<file path="src/hw/rtl/sia_pkg.sv">
// ----------------------------------------------------------------------------
// sia_pkg
// Shared types and constants for the signed integer ALU pipeline.
// ----------------------------------------------------------------------------
`default_nettype none

package sia_pkg;

  // Default operand width
  localparam int unsigned DATA_WIDTH_DEF = 32;

  // Operation codes carried on the input tuser
  typedef enum logic [1:0] {
    OP_ADD = 2'd0,
    OP_SUB = 2'd1,
    OP_MUL = 2'd2,
    OP_DIV = 2'd3
  } action_t;

  // Per-item control that travels down the pipeline beside the data
  typedef struct packed {
    action_t action;
    logic    neg;   // negate quotient at the end
    logic    dz;    // divide by zero seen
  } ctl_t;

endpackage

`default_nettype wire

</file>
<file path="src/hw/rtl/sia_finish.sv">
// ----------------------------------------------------------------------------
// sia_finish
// Output stage: add or subtract, pick the product, or sign-fix the quotient
// (zero on a zero divisor); holds the result register of the output stream.
// ----------------------------------------------------------------------------
`default_nettype none

module sia_finish #(
  parameter int unsigned DATA_WIDTH = sia_pkg::DATA_WIDTH_DEF
) (
  input  wire logic                  clk,
  input  wire logic                  rst,
  input  wire logic                  ce,
  input  wire logic                  in_valid,
  input  wire sia_pkg::ctl_t         in_ctl,
  input  wire logic [DATA_WIDTH-1:0] in_acc,
  input  wire logic [DATA_WIDTH-1:0] in_x,
  input  wire logic [DATA_WIDTH-1:0] in_q,
  output logic                       out_valid,
  output logic [DATA_WIDTH-1:0]      out_result,
  output logic                       out_dz
);

  logic [DATA_WIDTH-1:0] result_next;

  always_comb begin
    case (in_ctl.action)
      sia_pkg::OP_ADD: result_next = in_acc + in_x;
      sia_pkg::OP_SUB: result_next = in_acc - in_x;
      sia_pkg::OP_MUL: result_next = in_acc;
      default: begin
        if (in_ctl.dz) begin
          result_next = '0;
        end else if (in_ctl.neg) begin
          result_next = ~in_q + 1'b1;
        end else begin
          result_next = in_q;
        end
      end
    endcase
  end

  always_ff @(posedge clk) begin
    if (rst) begin
      out_valid <= 1'b0;
    end else if (ce) begin
      out_valid <= in_valid;
    end
  end

  always_ff @(posedge clk) begin
    if (ce) begin
      out_result <= result_next;
      out_dz     <= in_ctl.dz;
    end
  end

endmodule

`default_nettype wire
</file>
<file path="config.mk">
export PLATFORM = sky130hd
export DESIGN_NAME = sia_finish
export DESIGN_NICKNAME = d
export VERILOG_FILES = /design/src/hw/rtl/sia_pkg.sv /design/src/hw/rtl/sia_finish.sv
export SDC_FILE = /design/constraint.sdc
export NUM_CORES = 1
export LEC_CHECK = 0
export BUFFER_PORTS_ARGS = -buffer_cell sky130_fd_sc_hd__buf_2
export CORE_ASPECT_RATIO = 1.5
export CORE_MARGIN = 5
export CORE_UTILIZATION = 54
export CTS_CLUSTER_DIAMETER = 100
export DETAILED_ROUTE_END_ITERATION = 10
export GPL_ROUTABILITY_DRIVEN = 0
export PLACE_DENSITY = 0.83
export SLEW_MARGIN = 5
export SYNTH_ARGS = -nofsm -noshare
export SYNTH_HDL_FRONTEND = slang
export SYNTH_SLANG_ARGS = --single-unit
</file>
<file path="constraint.sdc">
create_clock -name clk -period 4.6 [get_ports clk]
set_clock_uncertainty 0.2 [all_clocks]
set_input_delay 0.46 -clock clk [delete_from_list [all_inputs] [get_ports clk]]
set_output_delay 0.46 -clock clk [all_outputs]
set_load 0.01 [all_outputs]
</file>
==> metrics.txt <==
status finished, final reports clean; Syn Std Cell Area 4620 um2; crit end category register; H-tree Lvls 2; fmax 0.227 GHz; FF+latch count, synth 34; cts bufs inserted 5; Worst-Margin Slew 0.820 ns; sequential-to-total area share from yosys stat 21.9%; via density per instance 6.14; Compound-Gate Fraction of Synth Area 26.3%; CTS Buffer Depth 2; HPWL after DPL 11.6 mm; Total GRT Usage 26.2%; Placement Cell Area 5430 um2; Worst EP arrival 4.18 ns; synth warn 0; largest family of logic cells by synthesized area compound AO/OA/AOI/OAI gates; Clock Sinks 34; pre-CTS setup slack 0.00356 ns; Adder-Cell Fraction of Synth Area 9.36%; Final Max Tran Viols 0; count of different cell masters after synthesis 69; post-cts resize count 0; worst-path maximum fanout 7; Synth Area in Simple Gates 20.8%; xor/xnor share of the synthesized area 16.6%; clk root buf clkbuf_16; setup bufs post-CTS 0; final worst setup slack 0.200 ns; Routed Antenna Nets 0; via count 5013; Clock transition at path regs 0.05 ns; CTS Hold Bufs 0; fin crit share 95.6%; IO Pins 138; # Max-Cap Violations 0; ys flop type edfxtp_1; first-pass iteration count of the detailed router 5; grt total ovfl 0; Worst VDD drop 246 uV; final net count 847; HP Class in2reg; Initial Util 55.0%; chip height 123 um; Min Hold Slack 0.140 ns; Setup violations, final 0; P per Cell Area 260 nW/um2; DRC Markers 0; multiplexer area fraction after synthesis 1.35%; Post-Syn Instances 577; FFs w/ async S/R, synth 0%; worst rel slew slack 45.2%; Seq. cell area 1010 um2; first-pass GRT wire length 22.4 mm; DIE AREA 10600 um2; routed wire length 13.9 mm; total leakage power 2.41 nW; Core Region 8410 um2; IO buf count 137; vias in the first global route 4884; RSZ-0062 raised after global routing no; most frequent cell after synthesis nand2_1; Synth-to-Final Area Change 20.6%; Worst Path Required 4.38 ns; multi-input logic area 3460 um2; antenna violations before repair 0; FF-to-FF Start out_valid$_SDFFE_PP0P_; worst setup path class in2reg; hold wc startpoint rst; fill count 736; Critical Path Start in_x[9]; clk_lat worst skew 0.28 ns; Yosys top cell by area edfxtp_1; Setup TNS 0 ns; CP Launch Type input pin; Die W 85.6 um; Finished Cell Area 5580 um2; number of flops mapped to enable cells by yosys 33; CTS tree yes; top cells by area, synth edfxtp_1, xor2_1, ha_1; largest net degree at the start of global routing 35; initial DRC count 457; share of layout cells above drive strength 1 25.1%; Synth top cells by count nand2_1, xor2_1, a21oi_1, o21ai_0, nor2_1; reg2reg setup slack 3.82 ns; Synth top area share 21.4%; # diodes 0; # rows 41; Routed WL per cell 17.1 um; Period minus WS final 4.40 ns; Hold Fails Final Rpt 0; post-synthesis net count 715; Syn Area/Cell 8.01 um2
==> path summary, 6_finish.rpt <==
| check | to | depth (start not counted) |
|---|---|---|
| worst min-delay path | out_valid$_SDFFE_PP0P_ | 2 |
| worst max-delay path | out_result[30]$_DFFE_PP_ | 14 |
| worst min register to register | out_valid$_SDFFE_PP0P_ | 2 |
| worst max register to register | out_valid$_SDFFE_PP0P_ | 2 |
==> per-stage QoR <==
step,total power [mW],std cells,utilization (%)
floorplan,0.885,577,-
global placement,1.10,809,64.5
detailed placement,1.12,809,64.5
CTS,1.44,817,66.2
global route,1.54,817,66.3
finish,1.45,817,66.3
==> metal layers <==
metal | wire [um] | up-vias | share of wire (%) | GRT usage (%)
li1 | - | 2415 | - | -
met1 | 5430 | 2283 | 39 | 32.8
met2 | 6750 | 268 | 48 | 44.4
met3 | 1210 | 47 | 8.7 | 2.47
met4 | 552 | 0 | 4.0 | 14.1
met5 | 0 | - | 0 | 0
==> logic make-up after synthesis <==
kind of cell,Yosys count
AOI/OAI and AO/OA,185
xor gates and xnor gates,87
DFF,34
and+or+nand+nor,192
buffers and inverters,39
muxes,6
adders and majority gates,34
==> sequential cells by signal, summed over array words and instances (netlist names) <==
signal and count:
out_result 32, out_dz 1, out_valid 1
==> worst max-delay path, cell delays in order <==
cell and delay, ns:
buf_2 0.11, or4_4 0.58, nor4_4 0.36, nand2_1 0.15, o31ai_1 0.33, xor2_1 0.13
ha_1 0.43, a21oi_1 0.15, o21ai_0 0.27, o311ai_0 0.15, a21oi_1 0.31, o221ai_1 0.26
nor4b_1 0.34, o22ai_1 0.16
==> layout by cell type, fill, tap and decap left out, types with 6 or more instances in the layout <==
cell type  synthesis  layout
buf_2              2     137
nand2_1           71      71
xor2_1            61      61
a21oi_1           45      45
o21ai_0           43      42
nor2_1            41      41
ha_1              33      33
edfxtp_1          33      33
xnor2_1           25      25
o31ai_1           21      21
o221ai_1          15      15
inv_1             14      14
buf_4              1      13
nor3_1            11      11
a31oi_1           11      10
or3_1             10      10
a21o_1             9       9
nor2b_1            8       8
nand3_1            6       6
or2_2              6       6
nand2b_1           6       6
==> power breakdown <==
part | internal (mW) | switching (mW) | total (mW)
Clock | 0.200 | 0.115 | 0.315
Combinational | 0.301 | 0.419 | 0.721
Sequential | 0.403 | 0.00940 | 0.413
==> area by class of cell <==
class,count,share of cell area [%]
tap,107,2.40
inverter,14,0.942
timing repair buffer,150,14.0
sequential,34,18.1
multi-input combinational,504,62.0
clock buffer,7,2.38
clock inverter,1,0.135
Note: power is estimated with default switching activity, not from simulation.
