`src/hw/rtl/sia_pkg.sv`:
```
// ----------------------------------------------------------------------------
// sia_pkg
// Shared types and constants for the signed integer ALU pipeline.
// ----------------------------------------------------------------------------
`default_nettype none

package sia_pkg;

  // Default operand width
  localparam int unsigned DATA_WIDTH_DEF = 32;

  // Operation codes carried on the input tuser
  typedef enum logic [1:0] {
    OP_ADD = 2'd0,
    OP_SUB = 2'd1,
    OP_MUL = 2'd2,
    OP_DIV = 2'd3
  } action_t;

  // Per-item control that travels down the pipeline beside the data
  typedef struct packed {
    action_t action;
    logic    neg;   // negate quotient at the end
    logic    dz;    // divide by zero seen
  } ctl_t;

endpackage

`default_nettype wire

```
`src/hw/rtl/sia_step.sv`:
```
// ----------------------------------------------------------------------------
// sia_step
// One radix-2 bit stage: a shift-and-add step for multiply or a restoring
// shift-and-subtract step for divide. Add and subtract pass through.
// ----------------------------------------------------------------------------
`default_nettype none

module sia_step #(
  parameter int unsigned DATA_WIDTH = sia_pkg::DATA_WIDTH_DEF
) (
  input  wire logic                  clk,
  input  wire logic                  rst,
  input  wire logic                  ce,
  input  wire logic                  in_valid,
  input  wire sia_pkg::ctl_t         in_ctl,
  input  wire logic [DATA_WIDTH-1:0] in_acc,
  input  wire logic [DATA_WIDTH-1:0] in_x,
  input  wire logic [DATA_WIDTH-1:0] in_q,
  output logic                       out_valid,
  output sia_pkg::ctl_t              out_ctl,
  output logic [DATA_WIDTH-1:0]      out_acc,
  output logic [DATA_WIDTH-1:0]      out_x,
  output logic [DATA_WIDTH-1:0]      out_q
);

  logic [DATA_WIDTH-1:0] rem_sh;
  logic [DATA_WIDTH-1:0] diff;
  logic                  take;
  logic [DATA_WIDTH-1:0] acc_next;
  logic [DATA_WIDTH-1:0] x_next;
  logic [DATA_WIDTH-1:0] q_next;

  // Divide: shift next dividend bit into remainder, subtract if it fits
  assign rem_sh = {in_acc[DATA_WIDTH-2:0], in_q[DATA_WIDTH-1]};
  assign diff   = rem_sh - in_x;
  assign take   = in_acc[DATA_WIDTH-1] || (rem_sh >= in_x);

  always_comb begin
    acc_next = in_acc;
    x_next   = in_x;
    q_next   = in_q;
    case (in_ctl.action)
      sia_pkg::OP_MUL: begin
        // q holds remaining multiplier bits, x the shifted multiplicand
        acc_next = in_q[0] ? (in_acc + in_x) : in_acc;
        x_next   = in_x << 1;
        q_next   = in_q >> 1;
      end
      sia_pkg::OP_DIV: begin
        acc_next = take ? diff : rem_sh;
        q_next   = {in_q[DATA_WIDTH-2:0], take};
      end
      default: begin
      end
    endcase
  end

  always_ff @(posedge clk) begin
    if (rst) begin
      out_valid <= 1'b0;
    end else if (ce) begin
      out_valid <= in_valid;
    end
  end

  always_ff @(posedge clk) begin
    if (ce) begin
      out_ctl <= in_ctl;
      out_acc <= acc_next;
      out_x   <= x_next;
      out_q   <= q_next;
    end
  end

endmodule

`default_nettype wire

```
`config.mk`:
```
export PLATFORM = sky130hd
export DESIGN_NAME = sia_step
export DESIGN_NICKNAME = d
export VERILOG_FILES = /design/src/hw/rtl/sia_pkg.sv /design/src/hw/rtl/sia_step.sv
export SDC_FILE = /design/constraint.sdc
export NUM_CORES = 1
export LEC_CHECK = 0
export BUFFER_PORTS_ARGS = -buffer_cell sky130_fd_sc_hd__buf_4
export CORE_AREA = 5 5 126 128
export CTS_CLUSTER_DIAMETER = 200
export DETAILED_ROUTE_END_ITERATION = 8
export DIE_AREA = 0 0 131 133
export HOLD_SLACK_MARGIN = 0.08
export MAX_ROUTING_LAYER = met4
export PLACE_DENSITY = 0.85
export SLEW_MARGIN = 30
export SYNTH_ARGS = -nofsm -noshare
export SYNTH_HDL_FRONTEND = slang
export SYNTH_SLANG_ARGS = --single-unit
```
`constraint.sdc`:
```
create_clock -name clk -period 4.05 [get_ports clk]
set_input_delay 0.405 -clock clk [delete_from_list [all_inputs] [get_ports clk]]
set_output_delay 0.405 -clock clk [all_outputs]
set_load 0.01 [all_outputs]
```
==> results.json <==
{
  "n_antenna_cell": 0,
  "finalSetupViolations": 0,
  "fp.dieW_um": 131,
  "routed_wl_mm": 24.7,
  "synth_area_leaders": "edfxtp_1 (36%), ha_1 (9.4%), a21oi_1 (6.5%), mux2i_1 (4.9%), o21ai_0 (4.5%)",
  "grt_pass1_wl_mm": 37.5,
  "finalMaxSlewViolations": 0,
  "vias": 8002,
  "synth.largest_area_cell": "edfxtp_1",
  "crit_required_ns": 4.16,
  "grt_setup_unrepaired": "false",
  "cp_num_buf_inv": 3,
  "pre_cts_slack_ns": 0.646,
  "whs_ns": 0.191,
  "grt_overflow_total": 0,
  "stdcell_count": 1303,
  "ys.warnings.count": 0,
  "viasPerCell": 6.14,
  "synth-seq-cells": 101,
  "final.setup.tns_ns": 0,
  "worstSetupPathType": "in2reg",
  "fill_cells": 1184,
  "ant_nets": 0,
  "cts-buffers-inserted": 9,
  "slowest_stage": "buf_4",
  "cp.arrival_ns": 3.19,
  "setup_ws_ns": 0.968,
  "cts_max_level": 3,
  "syn-num-nets": 1109,
  "power.leakage_nw": 4.44,
  "start_util_pct": 56.8,
  "seqCellArea_um2": 3020,
  "cts_hold_buf": 0,
  "detail_route.wl_per_cell_um": 18.9,
  "place_inst": 1287,
  "synthesis.area_um2": 8380,
  "synthFlopType": "edfxtp_1",
  "track_usage_pct": 27.7,
  "relSlewSlack_pct": 35.1,
  "cp_slowest_stage_delay_ns": 0.44,
  "die_y_um": 133,
  "nNetsFinal": 1279,
  "ys_types": 74,
  "tightest_slew_ns": 0.970,
  "power.density_nw_per_um2": 333,
  "maxCapViolCount": 0,
  "io_buffers": 204,
  "clkLatencyLatePin_ns": 0.35,
  "cts_tree": "yes",
  "grt_pass1_vias": 7587,
  "first_pass_iters": 7,
  "clockRootBuffer": "clkbuf_16",
  "rows": 45,
  "multi_input_area_um2": 4930,
  "synth_top_area_share_pct": 35.8,
  "period_share_pct": 76.1,
  "path_delay_family": "compound AO/OA/AOI/OAI gates",
  "cts-resized-gates": 0,
  "route.detailed.drc": 0,
  "core_um2": 14800,
  "synth_seq_area_share_pct": 36.1,
  "clock-sinks": 101,
  "hold_viol": 0,
  "worstSetupStartpointType": "input port",
  "fmax_mhz": 324,
  "drtIter0Drc": 941,
  "synthCells": 940,
  "synth_edf_count": 100,
  "clk_pin_slew_ns": 0.08,
  "die_area_um2": 17400,
  "antenna_found_initial": 0,
  "synth.avg_cell_area_um2": 8.92,
  "io_pins": 205,
  "dp_hpwl_mm": 18.5,
  "end_kind": "flip-flop",
  "fin_util_pct": 69.6,
  "syn_to_final_growth_pct": 22.5,
  "grt_max_degree": 68,
  "cts_buffer_depth": 2,
  "period_needed_ns": 3.08,
  "status": "complete, no violations",
  "drive_above_1_share_pct": 22.2,
  "async_reset_ff_share_pct": 0,
  "cts_setup_buffers": 0,
  "cp_max_fo": 35,
  "ir_worst_vdd_uv": 215,
  "fin_skew_ns": 0,
  "gp_congestion": 0.924,
  "min_path_type": "in2reg",
  "crit_path_cell_trace": "buf_4 -> inv_1 -> ha_1 -> fa_1 -> and2b_1 -> o31a_1 -> a41oi_2 -> o21ai_2 -> o21ai_2 -> buf_4 -> mux2i_1 -> nand2_1 -> nand2_1 -> a22o_1"
}
path summary, 6_finish.rpt:
check / start / end / slack (ns) / cells after the start
max: in_q[31] / out_acc[1]$_DFFE_PP_ / 0.97 / 14
min: rst / out_valid$_SDFFE_PP0P_ / 0.19 / 2
max reg2reg: out_valid$_SDFFE_PP0P_ / out_valid$_SDFFE_PP0P_ / 3.47 / 2
min reg2reg: out_valid$_SDFFE_PP0P_ / out_valid$_SDFFE_PP0P_ / 0.50 / 2
state kept, by name (all words and copies together) (netlist names):
name	flops
out_acc	32
out_q	32
out_x	32
out_ctl	4
out_valid	1
kinds of logic (layout without fill, tap and decap cells):
family / count (synthesis) / count (layout) / synth area share, %
AOI/OAI and AO/OA: 323 / 323 / 24.4
muxes: 42 / 42 / 5.03
xor gates and xnor gates: 49 / 49 / 5.12
adders and majority gates: 65 / 65 / 9.88
DFF: 101 / 101 / 36.1
and+or+nand+nor: 258 / 258 / 14.3
buffers and inverters: 102 / 277 / 5.25
cell usage after synthesis, types with 4 or more instances:
| library cell | number |
|---|---|
| o21a_1 | 8 |
| nand4_1 | 18 |
| nand3_1 | 16 |
| a211oi_1 | 11 |
| nand2_1 | 81 |
| and2_1 | 6 |
| a21oi_1 | 109 |
| edfxtp_1 | 100 |
| a21o_1 | 18 |
| nor2_1 | 85 |
| a22oi_1 | 16 |
| inv_1 | 49 |
| ha_1 | 63 |
| o31ai_1 | 4 |
| mux2i_1 | 41 |
| a2111oi_0 | 4 |
| buf_1 | 5 |
| o221ai_1 | 8 |
| xor2_1 | 23 |
| nand2b_1 | 8 |
| and3_1 | 4 |
| o211ai_1 | 9 |
| o21bai_1 | 10 |
| buf_2 | 9 |
| xnor2_1 | 26 |
| o21ai_1 | 4 |
| a222oi_1 | 4 |
| o21ai_0 | 75 |
| nor3_1 | 13 |
| clkbuf_1 | 35 |
| a31oi_1 | 8 |
| nor2b_1 | 13 |
layout make-up:
class | count | area share [%]
clock buffers | 10 | 2.33
clock inverters | 6 | 0.621
inverters | 49 | 1.79
multi-input cells | 737 | 48.0
flip-flops and latches | 101 | 29.4
well taps | 188 | 2.29
repair buffers | 212 | 15.5
power breakdown:
| part | total (W) | leakage (nW) | internal [W] | switching, W |
|---|---|---|---|---|
| Sequential | 0.00132 | 0.986 | 0.00128 | 0.0000375 |
| Clock | 0.000900 | 0.146 | 0.000454 | 0.000446 |
| Combinational | 0.00120 | 3.31 | 0.000525 | 0.000677 |
| Total | 0.00342 | 4.44 | 0.00226 | 0.00116 |
through the flow:
stage	cell area (µm²)	power [W]
floorplan	8380	0.00207
global placement	9970	0.00250
detailed placement	9970	0.00252
CTS	10300	0.00342
global route	10300	0.00358
finish	10300	0.00342
layer usage:
layer | wire length, µm | vias to the layer above | part of all wire (%) | GRT usage, %
met1 | 10400 | 3690 | 42 | 37.2
met5 | 0 | - | 0 | -
li1 | - | 3847 | - | -
met4 | 630 | 0 | 2.6 | 9.66
met3 | 2140 | 53 | 8.7 | 3.07
met2 | 11500 | 412 | 47 | 43.4
worst reg2reg max path: cells and delay by family, from the launching register on:
family | cells | cell delay [ns]
flops | 1 | 0.31
simple gates | 1 | 0.05
mux | 1 | 0.12
cell usage in the layout (no fill, tap or decap), types with 9 or more instances in the layout:
cell / count
xnor2_1: 26
nor2_1: 85
clkbuf_16: 9
inv_1: 49
a22oi_1: 16
xor2_1: 23
mux2i_1: 41
o21ai_0: 75
o211ai_1: 9
nor2b_1: 12
a211oi_1: 11
buf_4: 212
a21o_1: 18
a21oi_1: 109
o21bai_1: 10
edfxtp_1: 100
nand4_1: 18
nand3_1: 16
nand2_1: 81
ha_1: 63
nor3_1: 13
Power figures use the tool's default switching activity.
