### src/hw/rtl/sia_pkg.sv
// ----------------------------------------------------------------------------
// sia_pkg
// Shared types and constants for the signed integer ALU pipeline.
// ----------------------------------------------------------------------------
`default_nettype none

package sia_pkg;

  // Default operand width
  localparam int unsigned DATA_WIDTH_DEF = 32;

  // Operation codes carried on the input tuser
  typedef enum logic [1:0] {
    OP_ADD = 2'd0,
    OP_SUB = 2'd1,
    OP_MUL = 2'd2,
    OP_DIV = 2'd3
  } action_t;

  // Per-item control that travels down the pipeline beside the data
  typedef struct packed {
    action_t action;
    logic    neg;   // negate quotient at the end
    logic    dz;    // divide by zero seen
  } ctl_t;

endpackage

`default_nettype wire

### src/hw/rtl/sia_prep.sv
// ----------------------------------------------------------------------------
// sia_prep
// Entry stage: unpacks operands, takes magnitudes for divide, flags zero
// divisor and loads the working registers for the bit stages.
// ----------------------------------------------------------------------------
`default_nettype none

module sia_prep #(
  parameter int unsigned DATA_WIDTH = sia_pkg::DATA_WIDTH_DEF
) (
  input  wire logic                  clk,
  input  wire logic                  rst,
  input  wire logic                  ce,
  input  wire logic                  in_valid,
  input  wire sia_pkg::action_t      in_action,
  input  wire logic [DATA_WIDTH-1:0] in_a,
  input  wire logic [DATA_WIDTH-1:0] in_b,
  output logic                       out_valid,
  output sia_pkg::ctl_t              out_ctl,
  output logic [DATA_WIDTH-1:0]      out_acc,
  output logic [DATA_WIDTH-1:0]      out_x,
  output logic [DATA_WIDTH-1:0]      out_q
);

  logic                  sign_a;
  logic                  sign_b;
  logic [DATA_WIDTH-1:0] mag_a;
  logic [DATA_WIDTH-1:0] mag_b;
  sia_pkg::ctl_t         ctl_next;
  logic [DATA_WIDTH-1:0] acc_next;
  logic [DATA_WIDTH-1:0] x_next;
  logic [DATA_WIDTH-1:0] q_next;

  assign sign_a = in_a[DATA_WIDTH-1];
  assign sign_b = in_b[DATA_WIDTH-1];
  assign mag_a  = sign_a ? (~in_a + 1'b1) : in_a;
  assign mag_b  = sign_b ? (~in_b + 1'b1) : in_b;

  // Load working registers per operation
  always_comb begin
    ctl_next.action = in_action;
    ctl_next.neg    = 1'b0;
    ctl_next.dz     = 1'b0;
    acc_next        = in_a;
    x_next          = in_b;
    q_next          = in_a;
    case (in_action)
      sia_pkg::OP_MUL: begin
        acc_next = '0;
      end
      sia_pkg::OP_DIV: begin
        ctl_next.neg = sign_a ^ sign_b;
        ctl_next.dz  = (in_b == '0);
        acc_next     = '0;
        x_next       = mag_b;
        q_next       = mag_a;
      end
      default: begin
      end
    endcase
  end

  always_ff @(posedge clk) begin
    if (rst) begin
      out_valid <= 1'b0;
    end else if (ce) begin
      out_valid <= in_valid;
    end
  end

  always_ff @(posedge clk) begin
    if (ce) begin
      out_ctl <= ctl_next;
      out_acc <= acc_next;
      out_x   <= x_next;
      out_q   <= q_next;
    end
  end

endmodule

`default_nettype wire

### config.mk
export PLATFORM = sky130hd
export DESIGN_NAME = sia_prep
export DESIGN_NICKNAME = d
export VERILOG_FILES = /design/src/hw/rtl/sia_pkg.sv /design/src/hw/rtl/sia_prep.sv
export SDC_FILE = /design/constraint.sdc
export NUM_CORES = 1
export LEC_CHECK = 0
export BUFFER_PORTS_ARGS = -buffer_cell sky130_fd_sc_hd__buf_2
export CORE_UTILIZATION = 49
export CTS_BUF_LIST = sky130_fd_sc_hd__clkbuf_4 sky130_fd_sc_hd__clkbuf_8 sky130_fd_sc_hd__clkbuf_16
export DETAILED_ROUTE_END_ITERATION = 8
export GPL_TIMING_DRIVEN = 0
export PLACE_DENSITY = 0.88
export SKIP_LAST_GASP = 1
export SLEW_MARGIN = 0
export SYNTH_ARGS = -nofsm -noshare
export SYNTH_HDL_FRONTEND = slang
export SYNTH_SLANG_ARGS = --single-unit
### constraint.sdc
create_clock -name clk -period 2.7 [get_ports clk]
set_input_delay 0.27 -clock clk [delete_from_list [all_inputs] [get_ports clk]]
set_output_delay 0.27 -clock clk [all_outputs]
set_load 0.02 [all_outputs]
==> results.tsv, run 1 <==
metric	value	unit
ys_seq_elements	101	
ys_types	36	
io_buffers	170	
synth_ff_type	edfxtp_1	
tns	0	ns
finalSetupViolations	0	
dr.pass1.iters	4	
grt_pass1_wl	16800	um
powerDensity	594	nW/um^2
cts_max_level	3	
vias	3477	
synth_top_area_share	0.653	
final_cells	638	
dp_hpwl	8030	um
path_max_fanout	4	
grt_pass1_vias	3435	
yosysTopAreaCell	edfxtp_1	
postRouteAntennaNets	0	
wire_per_inst	16.5	um
drt_iter0_drc	81	
chipWidth	98.9	um
async_reset_ff_frac	0	
clock-sinks	101	
cp-startpoint	in_b[18]	
grt_max_degree	61	
cts_setup_buffers	0	
cap_violations	0	
hold_class	in2reg	
wl	10500	um
synth-seq-area-share	0.657	
cts_buffer_depth	2	
relSlewSlack	0.586	
drt-vias-per-instance	5.45	
cts_tree	yes	
clk_pin_slew	0.09	ns
worstSkewPairLatency	0.35	ns
fill_cells	680	
fin_crit	2.10	ns
grt.total_usage	0.224	
r2r-start	out_valid	
crit_path_start_kind	input port	
start_util	0.517	
syn_to_final_growth	26.1	%
drive_gt1_frac	0.360	
cts_resized	0	
worstPathRequired	2.80	ns
core	8890	sq um
antenna_cells	0	
p_leak	2.30	nW
syn_area	4600	sq um
clockRootBuffer	clkbuf_8	
rsz0062_at_grt	false	
criticalPathCategory	in2reg	
tightest_slew	0.621	ns
syn_area_per_cell	13.4	sq um
antenna_found_initial	0	
endpoint_kind	register	
skew	0	ns
die_h	98.9	um
fin_crit_sh	0.778	
place_inst	622	
synthTopCellsByArea	edfxtp_1, xnor2_1, xor2_1	
gp_congestion	0.839	
fp.dieArea	9780	sq um
io_pins	171	
power	0.00345	W
hp-start	rst	
nets	597	
arrival	2.20	ns
yosys_warnings	0	
fmax	476	MHz
maxSlewViolCount	0	
synth_edf_count	100	
numCtsBuffers	9	
peakVddDrop	0.000299	V
synthCells	343	
yosysMostFrequentCell	edfxtp_1	
synthesis.nets	415	
finalHoldViolCount	0	
hold_buffers	0	
rows	34	
grt_remaining_overflow	0	
synthTopCellsByCount	edfxtp_1, xnor2_1, nor2b_1, nor2_1, xor2_1	
outcome	complete, no violations	
drc_errors	0	
## critical path, stage by stage
cell and delay [ns]:
buf_2 0.13, or4_1 0.55, nor4_1 0.44, nand3_1 0.32
o41ai_1 0.38, xnor2_1 0.11
## layout by cell type, fill, tap and decap left out, types with 2 or more instances in the layout
master,n
nor3b_1,2
or4_1,5
o31ai_1,7
nor4b_1,2
buf_2,170
o21ai_0,17
xnor2_1,35
and2_1,4
clkbuf_1,10
a21oi_1,12
clkbuf_8,9
nor3_1,8
nor4_1,7
nand2_1,8
nand3_1,5
nor2_1,25
o21a_1,2
nor2b_1,30
inv_8,2
inv_1,5
or3_1,4
nand2b_1,3
o41ai_1,7
inv_6,3
xor2_1,24
ha_1,2
a31oi_1,4
edfxtp_1,100
and3_1,3
nand3b_1,2
## report_power, final
part | total, W | internal [W] | leakage [nW] | switching, W
combinational | 0.000605 | 0.000208 | 1.22 | 0.000397
sequential | 0.00192 | 0.00189 | 0.981 | 0.0000345
clock | 0.000924 | 0.000359 | 0.0984 | 0.000565
## worst paths after layout
path | endpoint | slack, ns | depth (start not counted)
max | out_x[27] | 0.60 | 6
min | out_valid | 0.06 | 2
max reg2reg | out_valid | 2.09 | 2
min reg2reg | out_valid | 0.54 | 2
## per-layer routing
layer  track usage  wire length, um  up-vias
met3        0.0596              848       11
met2         0.411             5430      178
li1              -                -     1637
met1         0.253             4140     1651
met5             0                0        -
met4        0.0746              118        0
## sequential cells by signal, indices dropped and copies added, names as in the netlist
name,count
out_ctl,4
out_acc,32
out_valid,1
out_x,32
out_q,32
## stage by stage
stage	hold WS (ns)	worst slack (ns)	util	cell area, sq um
finish	0.0642	0.601	0.653	5800
global placement	0.430	0.293	0.628	5590
floorplan	0.342	0.657	-	4600
CTS	0.0494	0.672	0.653	5800
global route	0.0354	0.389	0.653	5800
detailed placement	0.438	0.274	0.632	5620
## cells by family (layout without fill, tap and decap cells)
kind of cell	count (synthesis)	count (layout)	synth area share
compound gates	51	51	0.0707
fa+ha+maj	2	2	0.00544
flops	101	101	0.657
mux	1	1	0.00218
xor+xnor	59	59	0.112
buf+inv	16	203	0.0133
simple gates	113	113	0.139
## final cells by class
class / count / area [sq um] / area share
sequential: 101 / 3020 / 0.521
multi-input combinational: 226 / 1520 / 0.261
timing repair buffer: 171 / 881 / 0.152
tap: 108 / 135 / 0.0233
clock buffer: 9 / 124 / 0.0213
clock inverter: 7 / 62.6 / 0.0108
buffer: 11 / 42.5 / 0.00733
inverter: 5 / 18.8 / 0.00323
Note: power is estimated with default switching activity, not from simulation.
==> inputs of run 2 (changes only) <==
--- a/config.mk
+++ b/config.mk
@@ -6,11 +6,11 @@
 export NUM_CORES = 1
 export LEC_CHECK = 0
 export BUFFER_PORTS_ARGS = -buffer_cell sky130_fd_sc_hd__buf_2
-export CORE_UTILIZATION = 49
+export CORE_UTILIZATION = 45
 export CTS_BUF_LIST = sky130_fd_sc_hd__clkbuf_4 sky130_fd_sc_hd__clkbuf_8 sky130_fd_sc_hd__clkbuf_16
 export DETAILED_ROUTE_END_ITERATION = 8
 export GPL_TIMING_DRIVEN = 0
-export PLACE_DENSITY = 0.88
+export PLACE_DENSITY = 0.85
 export SKIP_LAST_GASP = 1
 export SLEW_MARGIN = 0
 export SYNTH_ARGS = -nofsm -noshare
==> constraint.sdc (replaced) <==
create_clock -name clk -period 1.7 [get_ports clk]
set_input_delay 0.17 -clock clk [delete_from_list [all_inputs] [get_ports clk]]
set_output_delay 0.17 -clock clk [all_outputs]
set_load 0.02 [all_outputs]
==> results.tsv, run 2 (synthesized netlist as in run 1, its figures left out) <==
metric	value	unit	change
cts_tree	yes		
peakVddDrop	0.000413	V	+38%
grt_remaining_overflow	0		unchanged
tns	-0.0468	ns	-0.0468 ns
rsz0062_at_grt	true		
clock-sinks	101		unchanged
io_pins	171		unchanged
grt_max_degree	62		+1.6%
fp.dieArea	10600	sq um	+8.7%
p_switching	0.00147	W	+48%
drive_gt1_frac	0.401		+0.0408
critical_path_buf_inv_count	1		unchanged
worstSkewPairLatency	0.35	ns	about the same
cts_buffer_depth	2		unchanged
dr.pass1.iters	4		unchanged
outcome	finished with violations		
relSlewSlack	0.560		-0.0260
antenna_found_initial	0		unchanged
clk_pin_slew	0.09	ns	about the same
core	9820	sq um	+10%
cp-startpoint	in_a[0]		
arrival	1.84	ns	-0.36 ns
syn_to_final_growth	30.3	%	
cp_cell_sequence	buf_2 > or4_4 > or3b_4 > or2_4 > o21ai_1 > xnor2_1		
path_max_fanout	4		unchanged
nets	598		+0.17%
place_inst	647		+4.0%
cpPeakStageDelay	0.53	ns	-0.02 ns
cts_max_level	3		unchanged
grt.total_usage	0.203		-0.0210
wire_per_inst	16.0	um	-3.1%
drt-vias-per-instance	5.13		-5.9%
largestRegisters	out_acc x32, out_q x32, out_x x32		
hold_class	in2reg		
final_cell_mix	buf_2, edfxtp_1, xnor2_1		
combPwrFrac	0.181		+0.006
p_sw_frac	0.270		-0.0194
die_h	103	um	+4.3%
finalWorstSetupSlack	-0.0317	ns	-0.632 ns
powerDensity	910	nW/um^2	+53%
fmax	577	MHz	
layout_commonest_cell	buf_2		
wl	10600	um	+0.88%
cap_violations	0		unchanged
antenna_cells	0		unchanged
fin_crit_sh	1.02		
clockRootBuffer	clkbuf_8		
numCtsBuffers	9		unchanged
p_leak	2.34	nW	+1.8%
fin_crit	1.73	ns	
crit_path_start_kind	input port		
fill_cells	810		+19%
seqPwrFrac	0.559		+0.002
path_depth	6		unchanged
criticalPathCategory	in2reg		
r2r_cells	2		unchanged
io_buffers	170		unchanged
crit_path_top_delay_cell	or4_4		
vias	3407		-2.0%
grt_pass1_wl	16000	um	-5.1%
final_cells	664		+4.1%
r2r_slack	1.11	ns	-0.98 ns
drc_errors	0		unchanged
crit_family	simple AND/OR/NAND/NOR gates		
r2r-end	out_valid		
violations	setup timing		
dp_hpwl	8150	um	+1.5%
cp-endpoint	out_q[23]		
drt_iter0_drc	91		+12%
skew	0	ns	unchanged
rows	36		+5.9%
clkPwrFrac	0.260		-0.008
finalHoldViolCount	0		unchanged
grt_pass1_vias	3458		+0.67%
endpoint_kind	register		
maxSlewViolCount	0		unchanged
r2r-start	out_valid		
finalSetupViolations	3		+3
tightest_slew	0.660	ns	+0.0389 ns
internal-power	0.00399	W	+62%
postRouteAntennaNets	0		unchanged
gp_congestion	0.862		+2.7%
worstPathRequired	1.81	ns	-0.99 ns
chipWidth	103	um	+4.3%
start_util	0.469		-0.0489
[run 2: cell count changes in the layout (fill, tap and decap cells not counted), moves of 3 or more]
cell / previous run / this run
nor4_1: 7 / 2
nor4_2: 0 / 4
clkbuf_1: 10 / 7
o31ai_1: 7 / 4
o31ai_2: 0 / 3
[run 2: repair_timing]
item / 4_1_cts / 5_1_grt
endpoints found under the setup margin: 15 / 18
resized for setup: 7 / 10
setup buffers: 2 / 0
hold buffers: 2 / 0
pin swaps: 3 / 0
hold endpoints to repair: 2 / 0
[run 2: per-stage QoR]
| step | util | power (W) | setup WS, ns | instance area (sq um) | hold WS [ns] |
|---|---|---|---|---|---|
| 5_1_grt | 0.610 | 0.00570 | -0.0196 | 5990 | 0.0215 |
| 4_1_cts | 0.605 | 0.00550 | 0.0122 | 5940 | 0.0200 |
| 2_1_floorplan | - | 0.00362 | -0.227 | 4650 | 0.242 |
| 3_5_place_dp | 0.581 | 0.00408 | -0.541 | 5700 | 0.337 |
| 3_3_place_gp | 0.578 | 0.00405 | -0.537 | 5670 | 0.331 |
| 6_report | 0.610 | 0.00546 | -0.0317 | 5990 | 0.0485 |
[run 2: layout make-up]
cell class / instances / area, sq um / share of cell area
inverters: 5 / 18.8 / 0.00313
multi-input cells: 226 / 1650 / 0.275
clock buffers: 13 / 166 / 0.0278
clock inverters: 3 / 21.3 / 0.00355
flip-flops and latches: 101 / 3020 / 0.504
plain buffers: 8 / 31.3 / 0.00522
repair buffers: 175 / 916 / 0.153
well taps: 133 / 166 / 0.0278
[run 2: power groups by stage]
stage	registers [W]	logic, W	clock network [W]
5_1_grt	0.00307	0.00106	0.00156
3_3_place_gp	0.00311	0.000940	0
6_report	0.00305	0.000987	0.00142
4_1_cts	0.00305	0.000979	0.00147
2_1_floorplan	0.00341	0.000210	0
3_5_place_dp	0.00311	0.000970	0
[run 2: layer usage]
metal,part of all wire,up-vias,GRT usage
met4,0.018,0,0.0997
met3,0.079,15,0.0576
met5,0,-,0
met1,0.37,1615,0.200
met2,0.53,148,0.388
li1,-,1629,-
[run 2: worst reg2reg max path, delay by kind of cell, from the launching register on]
kind | cells | cell delay, ns
flip-flops | 1 | 0.32
AND/OR/NAND/NOR | 1 | 0.05
multiplexers | 1 | 0.13
[run 2: how the worst min path moves through the flow]
stage                  from  cells after the start        end  slack (ns)
global route        in_a[0]                      1   out_q[0]        0.02
CTS                 in_a[0]                      1   out_q[0]        0.02
detailed placement      rst                      2  out_valid        0.34
global placement        rst                      2  out_valid        0.33
finish              in_a[0]                      1   out_q[0]        0.05
floorplan               rst                      1  out_valid        0.24
